[config.mk]
export PLATFORM = sky130hd
export DESIGN_NAME = oneshot_periodic_timer_table_core
export DESIGN_NICKNAME = d
export VERILOG_FILES = /design/src/sv/optt_pkg.sv /design/src/sv/oneshot_periodic_timer_table_core.sv
export SDC_FILE = /design/constraint.sdc
export NUM_CORES = 2
export LEC_CHECK = 0
export BUFFER_PORTS_ARGS = -buffer_cell sky130_fd_sc_hd__buf_4
export CAP_MARGIN = 20
export CORE_MARGIN = 10
export CORE_UTILIZATION = 50
export CTS_CLUSTER_SIZE = 10
export DETAILED_ROUTE_END_ITERATION = 16
export PLACE_DENSITY_LB_ADDON = 0.05
export SYNTH_ARGS = -nofsm -noshare
export SYNTH_HDL_FRONTEND = slang
export SYNTH_SLANG_ARGS = --single-unit
[constraint.sdc]
create_clock -name clk -period 20.9 [get_ports clk]
set_clock_uncertainty 0.15 [all_clocks]
set_input_delay 2.09 -clock clk [delete_from_list [all_inputs] [get_ports clk]]
set_output_delay 2.09 -clock clk [all_outputs]
set_load 0.02 [all_outputs]
[src/sv/optt_pkg.sv]
// Shared types and codes for the one-shot and periodic timer table.
package optt_pkg;

  localparam logic [1:0] OP_ADD  = 2'd0;
  localparam logic [1:0] OP_DEL  = 2'd1;
  localparam logic [1:0] OP_TICK = 2'd2;

  localparam logic [3:0] EV_ADDED      = 4'd0;
  localparam logic [3:0] EV_REF_ZERO   = 4'd1;
  localparam logic [3:0] EV_REF_FULL   = 4'd2;
  localparam logic [3:0] EV_DELETED    = 4'd3;
  localparam logic [3:0] EV_DEL_IGNORE = 4'd4;
  localparam logic [3:0] EV_EXPIRED    = 4'd5;
  localparam logic [3:0] EV_LATE       = 4'd6;
  localparam logic [3:0] EV_WAIT       = 4'd7;
  localparam logic [3:0] EV_NO_TIMERS  = 4'd8;

  localparam logic [9:0] US_PER_MS = 10'd1000;

  typedef struct packed {
    logic        periodic;
    logic [55:0] deadline;
    logic [34:0] period;
  } entry_t;

endpackage

[src/sv/oneshot_periodic_timer_table_core.sv]
// Timer table core: slot memory, add, delete and tick sequencer.
//
// An input transfer takes place at a rising edge with start high and busy low.
// Each result appears for one cycle with out_strobe high; out_last marks the
// final result of an input item. The receiver cannot stall the block.
// A rejected add, a delete and an unknown operation complete in the accept
// cycle and busy never rises; the first two register a result, the last none.
// An accepted add scans the valid bits one slot per cycle for the lowest free
// slot, and busy stays high until that scan ends.
// A tick streams every slot through a read, check, write-back and minimum
// pipeline on the dual-port slot memory, one slot per cycle, and once the
// pipeline drains emits the wait result, or a no-timers result if none is active.
// Expiry results come out in slot order during that stream.
// Slot deadlines and periods live in a memory with registered read data;
// a valid bit per slot in flip-flops marks which slots are in use.
// Reset clears the valid bits at once, so the table is empty and usable in
// the next cycle; the memory contents need no clearing.
module oneshot_periodic_timer_table_core #(
  parameter int NUM_TIMERS = 16
) (
  input  logic        clk,
  input  logic        rst_n,
  input  logic        start,
  output logic        busy,
  input  logic [1:0]  in_op,
  input  logic        in_periodic,
  input  logic [23:0] in_interval_ms,
  input  logic [3:0]  in_slot,
  input  logic [55:0] in_now_us,
  output logic        out_strobe,
  output logic [3:0]  out_event_res,
  output logic [3:0]  out_slot_index,
  output logic [55:0] out_wait_us,
  output logic        out_last
);

  localparam int IDX_W = (NUM_TIMERS > 1) ? $clog2(NUM_TIMERS) : 1;
  localparam int CNT_W = $clog2(NUM_TIMERS + 1);
  localparam logic [CNT_W-1:0] N_CNT = CNT_W'(NUM_TIMERS);

  typedef enum logic [2:0] {
    S_IDLE = 3'b001,
    S_SCAN = 3'b010,
    S_TICK = 3'b100
  } state_t;

  state_t state_r, state_nxt;

  logic                  per_r;
  logic [55:0]           now_r;
  logic [34:0]           period_r;
  logic [CNT_W-1:0]      scan_r;
  logic [NUM_TIMERS-1:0] vld_r, vld_nxt;

  optt_pkg::entry_t ent_mem [NUM_TIMERS];
  optt_pkg::entry_t mem_q;
  optt_pkg::entry_t mem_wdata;
  logic             mem_we;
  logic [IDX_W-1:0] mem_waddr;

  logic             s1_v_r;
  logic [IDX_W-1:0] s1_idx_r;
  logic             s2_v_r, s2_act_r, s2_exp_r, s2_per_r;
  logic [IDX_W-1:0] s2_idx_r;
  logic [56:0]      s2_sum_r;
  logic [55:0]      s2_dl0_r;
  logic [34:0]      s2_period_r;
  logic             s3_v_r, s3_act_r;
  logic [55:0]      s3_dl_r;
  logic [55:0]      best_r;
  logic             found_r;

  logic        out_strobe_r, out_strobe_nxt;
  logic [3:0]  out_ev_r, out_ev_nxt;
  logic [3:0]  out_idx_r, out_idx_nxt;
  logic [55:0] out_wait_r, out_wait_nxt;
  logic        out_last_r, out_last_nxt;

  logic [IDX_W-1:0] scan_idx;
  logic             scan_end;
  logic             drained;
  logic             del_ok;
  logic [IDX_W-1:0] del_idx;
  logic [56:0]      add_sum;
  logic [55:0]      add_dl;
  logic [55:0]      s2_sat;
  logic             s2_late;
  logic [55:0]      s2_dl;
  logic [56:0]      fin_diff;
  logic [55:0]      fin_wait;

  assign scan_idx = scan_r[IDX_W-1:0];
  assign scan_end = (scan_r == N_CNT);
  assign drained  = scan_end && !s1_v_r && !s2_v_r && !s3_v_r;
  assign del_ok   = (32'(in_slot) < 32'(NUM_TIMERS));
  assign del_idx  = IDX_W'(in_slot);

  assign add_sum  = {1'b0, now_r} + {22'd0, period_r};
  assign add_dl   = add_sum[56] ? {56{1'b1}} : add_sum[55:0];
  assign s2_sat   = s2_sum_r[56] ? {56{1'b1}} : s2_sum_r[55:0];
  assign s2_late  = (s2_sat < now_r);
  assign s2_dl    = s2_late ? now_r : s2_sat;
  assign fin_diff = {1'b0, best_r} - {1'b0, now_r};
  assign fin_wait = fin_diff[56] ? 56'd0 : fin_diff[55:0];

  always_comb begin
    state_nxt      = state_r;
    vld_nxt        = vld_r;
    mem_we         = 1'b0;
    mem_waddr      = s2_idx_r;
    mem_wdata      = '{periodic: s2_per_r, deadline: s2_dl, period: s2_period_r};
    out_strobe_nxt = 1'b0;
    out_ev_nxt     = optt_pkg::EV_ADDED;
    out_idx_nxt    = 4'd0;
    out_wait_nxt   = 56'd0;
    out_last_nxt   = 1'b0;
    unique case (state_r)
      S_IDLE: begin
        if (start) begin
          case (in_op)
            optt_pkg::OP_ADD: begin
              if (in_periodic && (in_interval_ms == 24'd0)) begin
                out_strobe_nxt = 1'b1;
                out_ev_nxt     = optt_pkg::EV_REF_ZERO;
                out_last_nxt   = 1'b1;
              end else begin
                state_nxt = S_SCAN;
              end
            end
            optt_pkg::OP_DEL: begin
              out_strobe_nxt = 1'b1;
              out_idx_nxt    = in_slot;
              out_last_nxt   = 1'b1;
              if (!del_ok || !vld_r[del_idx]) begin
                out_ev_nxt = optt_pkg::EV_DEL_IGNORE;
              end else begin
                out_ev_nxt       = optt_pkg::EV_DELETED;
                vld_nxt[del_idx] = 1'b0;
              end
            end
            optt_pkg::OP_TICK: begin
              state_nxt = S_TICK;
            end
            default: begin
            end
          endcase
        end
      end
      S_SCAN: begin
        if (scan_end) begin
          out_strobe_nxt = 1'b1;
          out_ev_nxt     = optt_pkg::EV_REF_FULL;
          out_last_nxt   = 1'b1;
          state_nxt      = S_IDLE;
        end else if (!vld_r[scan_idx]) begin
          mem_we            = 1'b1;
          mem_waddr         = scan_idx;
          mem_wdata         = '{periodic: per_r, deadline: add_dl, period: period_r};
          vld_nxt[scan_idx] = 1'b1;
          out_strobe_nxt    = 1'b1;
          out_ev_nxt        = optt_pkg::EV_ADDED;
          out_idx_nxt       = 4'(scan_idx);
          out_last_nxt      = 1'b1;
          state_nxt         = S_IDLE;
        end
      end
      S_TICK: begin
        if (s2_v_r && s2_act_r && s2_exp_r) begin
          out_strobe_nxt = 1'b1;
          out_idx_nxt    = 4'(s2_idx_r);
          if (s2_per_r) begin
            mem_we     = 1'b1;
            out_ev_nxt = s2_late ? optt_pkg::EV_LATE : optt_pkg::EV_EXPIRED;
          end else begin
            vld_nxt[s2_idx_r] = 1'b0;
            out_ev_nxt        = optt_pkg::EV_EXPIRED;
          end
        end
        if (drained) begin
          out_strobe_nxt = 1'b1;
          out_ev_nxt     = found_r ? optt_pkg::EV_WAIT : optt_pkg::EV_NO_TIMERS;
          out_wait_nxt   = found_r ? fin_wait : 56'd0;
          out_last_nxt   = 1'b1;
          state_nxt      = S_IDLE;
        end
      end
      default: begin
        state_nxt = S_IDLE;
      end
    endcase
  end

  always_ff @(posedge clk) begin
    if (mem_we) begin
      ent_mem[mem_waddr] <= mem_wdata;
    end
    mem_q <= ent_mem[scan_idx];
  end

  always_ff @(posedge clk) begin
    if (!rst_n) begin
      state_r      <= S_IDLE;
      vld_r        <= '0;
      out_strobe_r <= 1'b0;
      s1_v_r       <= 1'b0;
      s2_v_r       <= 1'b0;
      s3_v_r       <= 1'b0;
    end else begin
      state_r      <= state_nxt;
      vld_r        <= vld_nxt;
      out_strobe_r <= out_strobe_nxt;
      s1_v_r       <= (state_r == S_TICK) && !scan_end;
      s2_v_r       <= s1_v_r;
      s3_v_r       <= s2_v_r;
    end
  end

  always_ff @(posedge clk) begin
    out_ev_r   <= out_ev_nxt;
    out_idx_r  <= out_idx_nxt;
    out_wait_r <= out_wait_nxt;
    out_last_r <= out_last_nxt;

    if ((state_r == S_IDLE) && start) begin
      per_r    <= in_periodic;
      now_r    <= in_now_us;
      period_r <= {11'd0, in_interval_ms} * {25'd0, optt_pkg::US_PER_MS};
      scan_r   <= '0;
      found_r  <= 1'b0;
    end else if (state_r == S_SCAN) begin
      if (!scan_end && vld_r[scan_idx]) begin
        scan_r <= scan_r + 1'b1;
      end
    end else if (state_r == S_TICK) begin
      if (!scan_end) begin
        scan_r <= scan_r + 1'b1;
      end
      if (s3_v_r && s3_act_r && (!found_r || (s3_dl_r < best_r))) begin
        best_r  <= s3_dl_r;
        found_r <= 1'b1;
      end
    end

    s1_idx_r    <= scan_idx;
    s2_idx_r    <= s1_idx_r;
    s2_act_r    <= vld_r[s1_idx_r];
    s2_exp_r    <= (mem_q.deadline <= now_r);
    s2_per_r    <= mem_q.periodic;
    s2_sum_r    <= {1'b0, mem_q.deadline} + {22'd0, mem_q.period};
    s2_dl0_r    <= mem_q.deadline;
    s2_period_r <= mem_q.period;
    s3_act_r    <= s2_act_r && !(s2_exp_r && !s2_per_r);
    s3_dl_r     <= s2_exp_r ? s2_dl : s2_dl0_r;
  end

  assign busy           = (state_r != S_IDLE);
  assign out_strobe     = out_strobe_r;
  assign out_event_res  = out_ev_r;
  assign out_slot_index = out_idx_r;
  assign out_wait_us    = out_wait_r;
  assign out_last       = out_last_r;

  a_expiry_not_last: assert property (@(posedge clk) disable iff (!rst_n)
    (out_strobe && ((out_event_res == optt_pkg::EV_EXPIRED) ||
                    (out_event_res == optt_pkg::EV_LATE))) |-> !out_last)
    else $error("Expiry result marked as last.");

  a_final_after_drain: assert property (@(posedge clk) disable iff (!rst_n)
    (out_strobe && ((out_event_res == optt_pkg::EV_WAIT) ||
                    (out_event_res == optt_pkg::EV_NO_TIMERS)))
    |-> (!s2_v_r && !s3_v_r && (state_r == S_IDLE)))
    else $error("Tick summary emitted before the slot pipeline drained.");

  a_tick_write: assert property (@(posedge clk) disable iff (!rst_n)
    ((state_r == S_TICK) && mem_we) |-> (s2_v_r && s2_act_r && s2_exp_r && s2_per_r))
    else $error("Slot memory written during a tick without a periodic expiry.");

endmodule
# Yosys cells after proc, flatten, opt, wreduce, memory -nomap -nowiden

Memory sizes are Yosys's and may differ from the RTL's. A register that Yosys moved wholly into a read port is not among the register bits.
Index checks and enable logic that the tools add are counted.

Register bits: 454
Memory bits (writable): 1472
Input port bits: 90
Output and inout port bits: 67
Logic and storage cells: 180
Memories kept: 1

$add $sub $neg: 4
Multiply operators: 1
Order comparisons: 10
Equal/unequal tests: 20
Multiplexer cells: 74
Bitwise logic cells: 10
Reductions and logical operators: 34

Memory list:

| name    | words | bits a word | read ports | clocked after memory_dff | write ports | RTL line                                | RTL |
|---|---|---|---|---|---|---|---|
| ent_mem | 16    | 92          | 1          | 1                        | 1           | oneshot_periodic_timer_table_core.sv:55 | `optt_pkg::entry_t ent_mem [NUM_TIMERS];` |

Operators by type and width:

| cell                    | number |
|---|---|
| $mux W92                | 3 |
| $mux W56                | 4 |
| $lt A56 B56 Y1          | 2 |
| $mux W16                | 7 |
| $add A56 B34 Y57        | 1 |
| $add A56 B35 Y57        | 1 |
| $sub A56 B56 Y57        | 1 |
| $le A56 B56 Y1          | 1 |
| $pmux W16 S3            | 1 |
| $mux W4                 | 10 |
| $and A16 B16 Y16        | 2 |
| $not A16 Y16            | 2 |
| $mul A24 B7 Y31 const B | 1 |
| $logic_not A24 Y1       | 1 |
| $mux W3                 | 8 |
| $pmux W4 S3             | 2 |
| $lt A4 B5 Y1 const B    | 4 |
| $mux W5                 | 4 |
| $mux W1                 | 19 |
| $logic_and A1 B1 Y1     | 16 |
| $or A16 B16 Y16         | 1 |
| $ne A2 B2 Y1 const B    | 7 |
| $bmux W1 S4             | 3 |
| $demux W1 S4            | 3 |
| 27 further kinds        | 49 |

# Logic depth before layout (Yosys ltp)

Depth after elaboration: 10
Depth in mapped cells: 19
Mapped depth without buffers: 19

# Worst setup path before layout

No wires, ideal clock.

Kind: register -> register
Start point: register scan_r[0]
End point: memory ent_mem[13][0] (netlist bit), enable pin
Library setup time: 544 ps
Arrival: 7121 ps
Required time: 20206 ps
Path slack: 13085 ps
Stages on the path, launching flop included: 14
Clock period less this slack: 7815 ps
Cell sequence: dfxtp_1 -> clkbuf_1 -> clkbuf_1 -> clkbuf_1 -> buf_1 -> inv_1 -> ha_1 -> and3_1 -> clkbuf_1 -> nor2_1 -> clkbuf_1 -> and3_1 -> a31oi_1 -> nor2_1

Word-level cells in the longest chain between the ends: 7
Elaborated cells on any way between the ends: 11
Those cells by class: eq/ne: 1; mux: 10

RTL lines:

| what                          | RTL line                                 | RTL |
|---|---|---|
| start: declaration            | oneshot_periodic_timer_table_core.sv:52  | `logic [CNT_W-1:0] scan_r;` |
| start signal: assignment      | oneshot_periodic_timer_table_core.sv:232 | `scan_r <= scan_r + 1'b1;` |
| start signal: assignment      | oneshot_periodic_timer_table_core.sv:236 | `scan_r <= scan_r + 1'b1;` |
| $bmux W1 S4                   | oneshot_periodic_timer_table_core.sv:155 | `end else if (!vld_r[scan_idx]) begin` |
| $mux W1 (not written as such) | oneshot_periodic_timer_table_core.sv:155 |  |
| $mux W1                       | oneshot_periodic_timer_table_core.sv:155 |  |
| $mux W1                       | oneshot_periodic_timer_table_core.sv:150 | `if (scan_end) begin` |
| $pmux W1 S2                   | oneshot_periodic_timer_table_core.sv:117 | `unique case (state_r)` |
| $mux W1                       | oneshot_periodic_timer_table_core.sv:194 | `if (mem_we) begin` |
| $mux W1 (not written as such) | oneshot_periodic_timer_table_core.sv:195 | `ent_mem[mem_waddr] <= mem_wdata;` |
| end: declaration              | oneshot_periodic_timer_table_core.sv:55  |  |

Parallel ways exist; a longest one is shown, timed or not. The select of a mux whose other input is x is not followed.

# Worst setup path in the final report

Start point: input port in_interval_ms[5]
End point: register period_r[33], data pin

Word-level cells in the longest chain between the ends: 1

RTL lines:

| what                   | RTL line                                 | RTL |
|---|---|---|
| start: declaration     | oneshot_periodic_timer_table_core.sv:27  | `input logic [23:0] in_interval_ms,` |
| $mul A24 B7 Y31        | oneshot_periodic_timer_table_core.sv:227 | `period_r <= {11'd0, in_interval_ms} * {25'd0, optt_pkg::US_PER_MS};` |
| end signal: assignment | oneshot_periodic_timer_table_core.sv:227 |  |
| end: declaration       | oneshot_periodic_timer_table_core.sv:51  | `logic [34:0] period_r;` |

Every way passes these cells.
A chain may end at the register's enable or synchronous reset.

==> results.md <==
- Crit path buffers/inverters: 3
- Vias/cell: 6.02
- Peak Freq: 140 MHz
- Critical Path Max Stage Delay: 660 ps
- Die Span Y: 438 µm
- Post-CTS Resized: 0
- Top-Level Pins: 157
- Pwr Total: 9.58 mW
- Cell-by-cell trace of the critical path: buf_4 -> inv_1 -> fa_1 -> fa_1 -> fa_1 -> fa_1 -> inv_1 -> ha_1 -> a211oi_1 -> o211ai_1 -> a221oi_1 -> o21ai_1 -> a41oi_1 -> a21oi_1 -> and4_1 -> a2111oi_2 -> a21oi_1 -> xnor2_1
- # clock sinks: 2018
- Path depth of the worst reg2reg path: 16
- First-pass GRT wire length: 344000 µm
- Seq cells post-synth: 2018
- Largest net degree at the start of global routing: 93
- Max-cap check violation count: 0
- Layout cell share with drive strength beyond 1: 20.6%
- Cell variety after synth: 84
- EDFF count, synth: 1616
- WHS Path Cells: 0
- Final layout net count: 6149
- Post-Layout Cell Count: 8122
- Synth top area share: 55.4%
- Most common cell on crit path: fa_1
- # H-tree levels: 4
- Die X: 438 µm
- Most numerous cell in the Yosys netlist: edfxtp_1
- Most used DFF post-synth: edfxtp_1
- Outcome: finished, final reports clean
- Register area: 56600 µm²
- Pwr dens: 97.1 nW/µm²
- Drt initial violations: 5269
- Post-CTS Setup Repair Bufs: 0
- Placed Instances: 7673
- Synth area leader: edfxtp_1
- Setup tns final: 0 ps
- Crit path capture type: flip-flop
- Least-Margin Pin Slew: 1190 ps
- Final Slew Violations: 0
- Core footprint: 174000 µm²
- DRT Wirelength: 237000 µm
- Initial Util: 50.3%
- DRC violations left: 0
- Num CTS Buffers: 225
- Root Buffer: clkbuf_16
- Hold buffers post-CTS: 0
- Synthesized Nets: 5859
- DP Worst Slack: 12800 ps
- Crit Path Class: input pin to flip-flop
- Critical Path RT: 21360 ps
- DR vias: 48.9k
- Crit start category: input pin
- Std-Cell Rows: 153
- RSZ-0062 raised after global routing: no
- Cell family with most CP delay: compound AO/OA/AOI/OAI gates
- Syn-to-layout area delta: 12.8%
- FFs w/ async S/R, synth: 0%
- Antenna violations before repair: 14
- Total GRT Usage: 24.4%
- Final setup vio count: 0
- Critical-path top delay cell: a221oi_1
- Static Leak: 34.5 nW
- Post-DRT Antenna Nets: 0
- Final Hold Viols: 0
- Post-synthesis sequential area ratio: 64.6%
- Pre-antenna DRT Iters: 6
- Avg Cell Area, Syn: 16.5 µm²
- Port buffer count: 156
- Normalized max-slew margin: 20.0%
- Setup WS post-layout: 13750 ps
- Deepest clock path buffer count: 3
- WP data arrival: 7610 ps
- Fin crit period: 7150 ps
- Die area: 192000 µm²
- Number of global-route vias before repair: 49.0k
- Fill count: 13.4k
- GRT overflow: 0
- Synth warn: 0
- Period Utilization, post-route: 34.2%
- Synth Cell Area: 87500 µm²
- Wire per inst: 29.1 µm
- Post-synth top cells: 1616 x edfxtp_1, 475 x mux4_2, 402 x dfxtp_1
- VDD IR-drop max: 73.2 µV
- HP Class: flip-flop to flip-flop
- Clk Latency, worst-skew pair: 880 ps
- Post-DP HPWL: 147000 µm
- Cells after Synth: 5307
- Crit path max fanout: 5
- Clock-pin slew on the worst setup and hold paths: 60 ps
- Area of the multi-input gates: 29200 µm²
- Worst path depth: 18
- CTS tree: yes
- Gpl congestion: 0.899
- Ranking of synthesized cells by area: edfxtp_1 55%, mux4_2 12%, dfxtp_1 9.2%, ha_1 5.3%, fa_1 2.0%
-- sequential cells by signal (all words and copies together), names as in the netlist, 35 cells and up --
signal / cells
ent_mem: 1472
mem_q: 92
s2_sum_r: 57
best_r: 56
now_r: 56
out_wait_us: 56
s2_dl0_r: 56
s3_dl_r: 56
s2_period_r: 35
-- kinds of logic (layout without fill, tap and decap cells) --
kind of cell / after synthesis / after routing / share of synthesized area (%)
xor+xnor: 162 / 162 / 1.62
other cells: 0 / 2 / 0
fa+ha+maj: 462 / 462 / 7.37
mux: 572 / 572 / 13.5
compound gates: 776 / 776 / 6.19
flops: 2018 / 2018 / 64.6
simple gates: 815 / 815 / 4.49
buf+inv: 502 / 990 / 2.22
-- layout by cell type (no fill, tap or decap), types with 28 or more instances in the layout --
master	n
a211oi_2	42
nor2b_1	35
or2_2	51
and3_1	28
xor2_1	67
inv_1	297
nand2_1	219
fa_1	89
a21o_1	149
nor2_1	199
edfxtp_1	1616
o21ai_0	93
buf_4	252
mux4_2	475
a211oi_1	32
nand4_1	66
clkbuf_1	169
clkbuf_16	229
mux2_1	40
nand3_1	61
mux2_2	56
xnor2_1	95
nor3_1	46
ha_1	373
a21oi_1	232
dfxtp_1	396
-- per-stage QoR --
step                      cell area [µm²]  hold WS [ps]  utilization [%]
final                               98700           173             56.7
after global routing                98700           186             56.7
after CTS                           98500           181             56.6
after detailed placement            91800           176             52.8
after global placement              91800           169             52.7
after floorplan                     87500           160                -
-- worst reg2reg max path, cell delays in order, from the launching register on --
cell and delay [ps]:
dfxtp_2 570, buf_4 510, nor2_1 200, inv_1 90, ha_1 140, nand4_1 220
nor4_1 320, inv_1 130, nor4_1 620, nand2_1 100, a31oi_1 210, a2111o_2 180
buf_4 420, buf_4 640, nand2_1 440, a31oi_1 800, clkbuf_2 330
-- final timing paths --
check	slack [ps]	start	endpoint
worst min register to register	170	mem_q[91]$_DFF_P_	s2_per_r$_DFF_P_
worst max-delay path	13750	in_interval_ms[5]	period_r[33]$_DFFE_PP_
worst min-delay path	170	mem_q[91]$_DFF_P_	s2_per_r$_DFF_P_
worst max register to register	14670	s2_sum_r[56]$_DFF_P_	ent_mem[12][79]$_DFFE_PP_
-- power by group --
part | internal [mW] | switching [mW]
Clock | 2.08 | 1.57
Combinational | 0.527 | 0.786
Sequential | 4.49 | 0.139
Total | 7.09 | 2.49
-- metal layers --
| layer | global-route usage, % | part of all wire [%] |
|---|---|---|
| met5 | 0 | 0.017 |
| met3 | 4.26 | 7.3 |
| met1 | 35.2 | 43 |
| met4 | 6.22 | 2.3 |
| met2 | 38.6 | 47 |
-- area by class of cell --
cell class,count,area share [%]
Sequential cell,2018,57.3
Multi-Input combinational cell,2787,29.6
Clock buffer,405,6.55
Tap cell,2325,2.95
Timing Repair Buffer,266,2.17
Inverter,299,1.14
Clock inverter,20,0.278
Antenna cell,2,0.00507
No activity file was read; power rests on OpenSTA's default activity.
